`src/rtl/core/twcs_div_pipe.sv`:
```
// Pipelined restoring divider, one quotient bit per register stage.
// Carries a sideband vector alongside; no package dependency.
module twcs_div_pipe #(
    parameter int DIVIDEND_W = 32,
    parameter int DIVISOR_W  = 25,
    parameter int QUOT_W     = 7,
    parameter int SIDE_W     = 8
) (
    input  logic                  clk,
    input  logic                  rst_n,
    input  logic                  en,
    input  logic                  in_valid,
    input  logic [DIVIDEND_W-1:0] dividend,
    input  logic [DIVISOR_W-1:0]  divisor,
    input  logic [SIDE_W-1:0]     side_in,
    output logic                  out_valid,
    output logic [QUOT_W-1:0]     quot,
    output logic [SIDE_W-1:0]     side_out
);

    logic [QUOT_W-1:0]     valid_reg;
    logic [QUOT_W-1:0]     valid_next;
    logic [DIVIDEND_W-1:0] rem_reg   [QUOT_W];
    logic [DIVIDEND_W-1:0] rem_next  [QUOT_W];
    logic [DIVISOR_W-1:0]  dvs_reg   [QUOT_W];
    logic [DIVISOR_W-1:0]  dvs_next  [QUOT_W];
    logic [QUOT_W-1:0]     quot_reg  [QUOT_W];
    logic [QUOT_W-1:0]     quot_next [QUOT_W];
    logic [SIDE_W-1:0]     side_reg  [QUOT_W];
    logic [SIDE_W-1:0]     side_next [QUOT_W];

    // Stage inputs: port for stage 0, previous stage otherwise
    logic [DIVIDEND_W-1:0] rem_in  [QUOT_W];
    logic [DIVISOR_W-1:0]  dvs_in  [QUOT_W];
    logic [QUOT_W-1:0]     quot_in [QUOT_W];
    logic [DIVIDEND_W-1:0] trial   [QUOT_W];
    logic [QUOT_W-1:0]     ge;

    always_comb
    begin
        rem_in[0]    = dividend;
        dvs_in[0]    = divisor;
        quot_in[0]   = '0;
        side_next[0] = side_in;
        for (int k = 1; k < QUOT_W; k++)
        begin
            rem_in[k]    = rem_reg[k-1];
            dvs_in[k]    = dvs_reg[k-1];
            quot_in[k]   = quot_reg[k-1];
            side_next[k] = side_reg[k-1];
        end
    end

    // Stage k decides quotient bit QUOT_W-1-k
    always_comb
    begin
        for (int k = 0; k < QUOT_W; k++)
        begin
            trial[k]     = DIVIDEND_W'(dvs_in[k]) << (QUOT_W - 1 - k);
            ge[k]        = rem_in[k] >= trial[k];
            rem_next[k]  = ge[k] ? (rem_in[k] - trial[k]) : rem_in[k];
            dvs_next[k]  = dvs_in[k];
            quot_next[k] = quot_in[k] | (QUOT_W'(ge[k]) << (QUOT_W - 1 - k));
        end
    end

    assign valid_next = {valid_reg[QUOT_W-2:0], in_valid};

    always_ff @(posedge clk or negedge rst_n)
    begin
        if (!rst_n)
        begin
            valid_reg <= '0;
        end
        else if (en)
        begin
            valid_reg <= valid_next;
        end
    end

    always_ff @(posedge clk)
    begin
        if (en)
        begin
            rem_reg  <= rem_next;
            dvs_reg  <= dvs_next;
            quot_reg <= quot_next;
            side_reg <= side_next;
        end
    end

    assign out_valid = valid_reg[QUOT_W-1];
    assign quot      = quot_reg[QUOT_W-1];
    assign side_out  = side_reg[QUOT_W-1];

endmodule

```
`config.mk`:
```
export PLATFORM = sky130hd
export DESIGN_NAME = twcs_div_pipe
export DESIGN_NICKNAME = d
export VERILOG_FILES = /design/src/rtl/core/twcs_div_pipe.sv
export SDC_FILE = /design/constraint.sdc
export NUM_CORES = 1
export LEC_CHECK = 0
export ABC_AREA = 1
export BUFFER_PORTS_ARGS = -buffer_cell sky130_fd_sc_hd__clkbuf_2
export CAP_MARGIN = 25
export CORE_ASPECT_RATIO = 0.75
export CORE_MARGIN = 3
export CORE_UTILIZATION = 51
export DETAILED_ROUTE_END_ITERATION = 7
export GPL_ROUTABILITY_DRIVEN = 0
export PLACE_DENSITY = 0.67
export SETUP_SLACK_MARGIN = 0.2
export SLEW_MARGIN = 25
export SYNTH_ARGS = -nofsm -noshare
export SYNTH_HDL_FRONTEND = slang
export SYNTH_SLANG_ARGS = --single-unit
```
`constraint.sdc`:
```
create_clock -name clk -period 2.9 [get_ports clk]
set_input_delay 0.58 -clock clk [delete_from_list [all_inputs] [get_ports clk]]
set_output_delay 0.58 -clock clk [all_outputs]
set_load 0.005 [all_outputs]
```
Yosys cells after proc, flatten, opt, wreduce, memory -nomap -nowiden:

Index checks and enable logic that the tools add are counted.

* input bits: 69
* register bits: 448
* RAM bits: 0
* bits in read-only memories: 0
* memories kept: 0
* bits in latches: 0
* output and inout bits: 16
* logic and storage cells: 52

* bitwise gates (word level): 6
* divide/modulo/power cells: 0
* add/sub/neg operators: 6
* eq/ne operators: 0
* $lt $le $gt $ge: 7
* shift operators: 0
* reductions and logical operators: 0
* mux-type cells: 6
* $mul: 0

Operators with widths (number)
* 32-bit 2-to-1 mux: 6
* 32-bit by 25-bit >= comparator with 1-bit output: 1
* 32-bit by 26-bit >= comparator with 1-bit output: 1
* 32-bit by 27-bit >= comparator with 1-bit output: 1
* 32-bit by 28-bit >= comparator with 1-bit output: 1
* 32-bit by 29-bit >= comparator with 1-bit output: 1
* 32-bit by 30-bit >= comparator with 1-bit output: 1
* 32-bit by 31-bit >= comparator with 1-bit output: 1
* 32-bit by 26-bit subtractor with 32-bit output: 1
* 32-bit by 27-bit subtractor with 32-bit output: 1
* 32-bit by 28-bit subtractor with 32-bit output: 1
* 32-bit by 29-bit subtractor with 32-bit output: 1
* 32-bit by 30-bit subtractor with 32-bit output: 1
* 32-bit by 31-bit subtractor with 32-bit output: 1
* 7-bit by 1-bit OR with 7-bit output: 1
* 7-bit by 2-bit OR with 7-bit output: 1
* 7-bit by 3-bit OR with 7-bit output: 1
* 7-bit by 4-bit OR with 7-bit output: 1
* 7-bit by 5-bit OR with 7-bit output: 1
* 7-bit by 6-bit OR with 7-bit output: 1

Logic depth before layout (Yosys ltp):

* depth after elaboration: 2
* gate-level depth with buffers: 16
* depth with buffers taken out: 15

Worst setup path after synthesis:

OpenSTA, ideal clock, no wires.

* kind: in2reg
* start point: input dividend[6]
* end point: register rem_reg (netlist bit rem_in[178]) (data pin)
* arrival time: 1938 ps
* path slack: 710 ps
* data required time: 2648 ps
* stages: 13
* path buffers: 0
* setup time: 252 ps
* cell sequence: inv_1 -> ha_1 -> inv_1 -> fa_1 -> nand3_1 -> nand3_1 -> nand2_1 -> nand2_1 -> nand2_1 -> nand2_1 -> xor2_1 -> nand2_1 -> nand2_1

RTL lines
* start, declared: RTL line 13 `input logic [DIVIDEND_W-1:0] dividend,`
* end signal, assigned: RTL line 85 `rem_reg <= rem_next;`
* end, declared: RTL line 23 `logic [DIVIDEND_W-1:0] rem_reg [QUOT_W];`

==> impl_metrics.py <==
metrics = {
    "die": {
        "initial_core_util_pct": 51.8,
        "die-area_sq_mm": 0.0599,
        "die_width_um": 282,
        "coreArea_sq_mm": 0.0561,
        "top_level_ports": 85,
        "die_h_um": 213,
        "rows": 75,
    },
    "sta": {
        "setup-violations-final": 0,
        "fin_ws_ns": 0.315,
        "max_freq_ghz": 0.387,
        "relSlewSlack_pct": 55.7,
        "report.final.slew_viol_count": 0,
        "rsz0062_at_grt": "no",
        "hold_viol": 0,
        "tightestPinTransition_ns": 0.664,
        "finalCritPeriodShare_pct": 89.1,
        "finClkSkew_ns": 0.0322,
        "min_period_ns": 2.59,
        "fin_setup_tns_ns": 0,
    },
    "setup_path": {
        "crit_path_max_fanout": 12,
        "slowest_delay_ns": 0.42,
        "cp-end-kind": "register",
        "cp_num_cells": 12,
        "critPathTopFamily": "simple AND/OR/NAND/NOR gates",
        "slowest_stage": "edfxtp_1",
        "start_kind": "register",
        "arrival_ns": 3.04,
        "critPathRequiredTime_ns": 3.35,
        "path_cells": "ha_1, nand2_1, inv_1, nand2_1, nor2_2, nand3_1, nand2_1, nand2_1, nand2_2, buf_4, nand3_1, nand2_1",
        "ff2ff_path_depth": 12,
        "critPathKind": "reg -> reg",
        "cp_common_cell": "nand2_1",
        "crit_buf_inv": 2,
    },
    "grt": {
        "overflow": 0,
        "top_usage_layer": "met1",
        "grt_use_met3_pct": 7.55,
        "grt_pass1_vias": 21200,
        "grt_pass1_wl_um": 119000,
        "met1_usage_pct": 42.0,
        "use_met2_pct": 33.5,
        "antenna_found_initial": 0,
        "grt_max_degree": 81,
        "grt_usage_pct": 25.8,
    },
    "place": {
        "dp_slack_ns": 0.177,
        "place_area_sq_mm": 0.0305,
        "hpwl_um": 61700,
        "io_buffers": 84,
    },
    "min_path": {
        "min_path_cells": 1,
        "hold_class": "in -> reg",
    },
    "final_layout": {
        "final_cell_mix": "nand2_1, inv_1, edfxtp_1",
        "nNetsFinal": 4220,
        "final_area_sq_mm": 0.0321,
        "final_common_cell": "nand2_1",
        "num_antenna_cells": 0,
        "drive_above_1_share_pct": 7.62,
        "synthToLayoutAreaGrowth_pct": 10.5,
        "largest_reg_flops": 192,
    },
    "clock_network": {
        "clkTransAtPathRegs_ns": 0.07,
        "cts_tree": "built",
        "clock-sinks": 433,
        "cts_max_level": 2,
        "root_buffer": "clkbuf_16",
        "cts_made_buffers": 47,
        "clk_path_buf_depth": 3,
        "clkLatencyLatePin_ns": 0.61,
        "post_cts_buffers": 0,
    },
    "drt": {
        "postRouteWirelength_um": 77000,
        "via_per_inst": 5.07,
        "vias": 24000,
        "drt_first_pass_iters": 6,
        "drtAntennaViolNets": 0,
        "drt-initial-drc-count": 2961,
        "drc": 0,
        "wl_per_cell_um": 16.3,
    },
    "synth": {
        "synthFlopType": "edfxtp_1",
        "async_flop_share_pct": 1.62,
        "ys_warn_count": 0,
        "synth_enable_flop_cells": 426,
        "syn_area_per_cell_sq_um": 7.58,
        "syn-num-nets": 4084,
        "postSynthCellCount": 3834,
        "ys_ff_latch": 433,
        "synth_cell_types": 47,
        "ys_seq_area_share_pct": 44.6,
        "netlist_area_sq_mm": 0.0291,
    },
    "pwr": {
        "p_leak_uw": 0.0169,
        "p_sw_share_pct": 41.0,
        "power_frac_clock_pct": 23.2,
        "power_density_mw_per_mm2": 844,
        "comb_power_share_pct": 42.6,
        "p_switching_uw": 11100,
        "p_seq_share_pct": 34.3,
        "intPower_uw": 16000,
        "ir_drop_mv": 0.531,
    },
    "run_status": {
        "outcome": "completed",
    },
    "flow_run": {
        "drv_cap": 0,
    },
}
-- through the flow --
stage	instances	power [uW]	util (%)	hold slack, ns
2_1_floorplan	3834	17300	-	0.284
3_3_place_gp	4651	20400	54.3	0.400
3_5_place_dp	4651	20600	54.3	0.405
4_1_cts	4736	26900	57.2	0.121
5_1_grt	4736	29100	57.2	0.129
6_report	4736	27100	57.2	0.162
-- final timing paths --
check | from | end | slack (ns)
min in group asynchronous | rst_n | valid_reg[1]$_DFFE_PN0P_ | 0.37
hold reg to reg | side_next[1]$_DFFE_PP_ | side_out[1]$_DFFE_PP_ | 0.42
setup / recovery | rem_in[142]$_DFFE_PP_ | rem_in[121]$_DFFE_PP_ | 0.31
hold / removal | side_in[2] | side_next[42]$_DFFE_PP_ | 0.16
setup reg to reg | rem_in[142]$_DFFE_PP_ | rem_in[121]$_DFFE_PP_ | 0.31
max in group asynchronous | rst_n | valid_reg[4]$_DFFE_PN0P_ | 2.36
-- power by group through the flow --
stage	Combinational (uW)	Clock (uW)	Sequential [uW]
floorplan	8240	0	9060
global placement	11000	0	9400
detailed placement	11200	0	9400
CTS	11200	6430	9280
global route	13000	6690	9390
finish	11500	6270	9290
-- Yosys cell counts, types with 3 or more instances --
cell / number / area share (%)
nor2_4: 4 / 0.16
nand4_1: 33 / 0.71
nand3b_1: 26 / 0.67
xor2_1: 83 / 2.5
and3_1: 6 / 0.13
buf_6: 16 / 0.62
nand2_4: 4 / 0.16
inv_2: 21 / 0.27
nor4_1: 3 / 0.065
a21oi_2: 9 / 0.27
buf_2: 5 / 0.086
fa_1: 6 / 0.41
o21bai_1: 6 / 0.16
nand2_2: 40 / 0.86
nand2_1: 1575 / 20
buf_4: 4 / 0.10
dfrtp_1: 7 / 0.60
nand3_1: 172 / 3.0
nand3_2: 8 / 0.28
nor2_1: 199 / 2.6
xnor2_1: 5 / 0.15
inv_1: 800 / 10
nor3b_1: 3 / 0.078
a21oi_1: 102 / 1.8
clkinv_1: 3 / 0.039
nor3_1: 24 / 0.41
o21ai_0: 19 / 0.33
ha_1: 175 / 7.5
nor2_2: 15 / 0.32
edfxtp_1: 426 / 44
and2_1: 13 / 0.28
-- final cells by class --
| class | instances | area, sq um |
|---|---|---|
| clock buffer | 54 | 1220 |
| clock inverter | 30 | 373 |
| fill | 5194 | 24000 |
| inverter | 826 | 3100 |
| multi-input combinational | 2547 | 12700 |
| sequential | 433 | 13000 |
| tap | 731 | 915 |
| timing repair buffer | 115 | 798 |
-- logic make-up (layout without fill, tap and decap cells) --
family	Yosys count	after routing	share of synthesized area (%)
compound gates	144	144	2.77
xor+xnor	88	88	2.65
fa+ha+maj	181	181	7.95
buf+inv	854	1025	11.6
flops	433	433	44.6
mux	1	1	0.0388
simple gates	2133	2133	30.3
-- routing by layer --
metal | share of wire (%) | vias to the layer above
met5 | 0 | -
met4 | 1.5 | 0
met2 | 37 | 1000
met3 | 12 | 81
li1 | - | 12100
met1 | 50 | 10800
-- worst register-to-register path, cell delays in order (launching register included) --
cell,delay (ns)
edfxtp_1,0.42
ha_1,0.38
nand2_1,0.12
inv_1,0.08
nand2_1,0.09
nor2_2,0.21
nand3_1,0.21
nand2_1,0.20
nand2_1,0.08
nand2_2,0.12
buf_4,0.24
nand3_1,0.17
nand2_1,0.11
-- repair_timing --
action	CTS	global route
endpoints found under the hold margin	7	0
setup endpoints to repair	0	54
hold buffers	1	0
resized for setup	0	6
(Power assumes the default switching activity.)
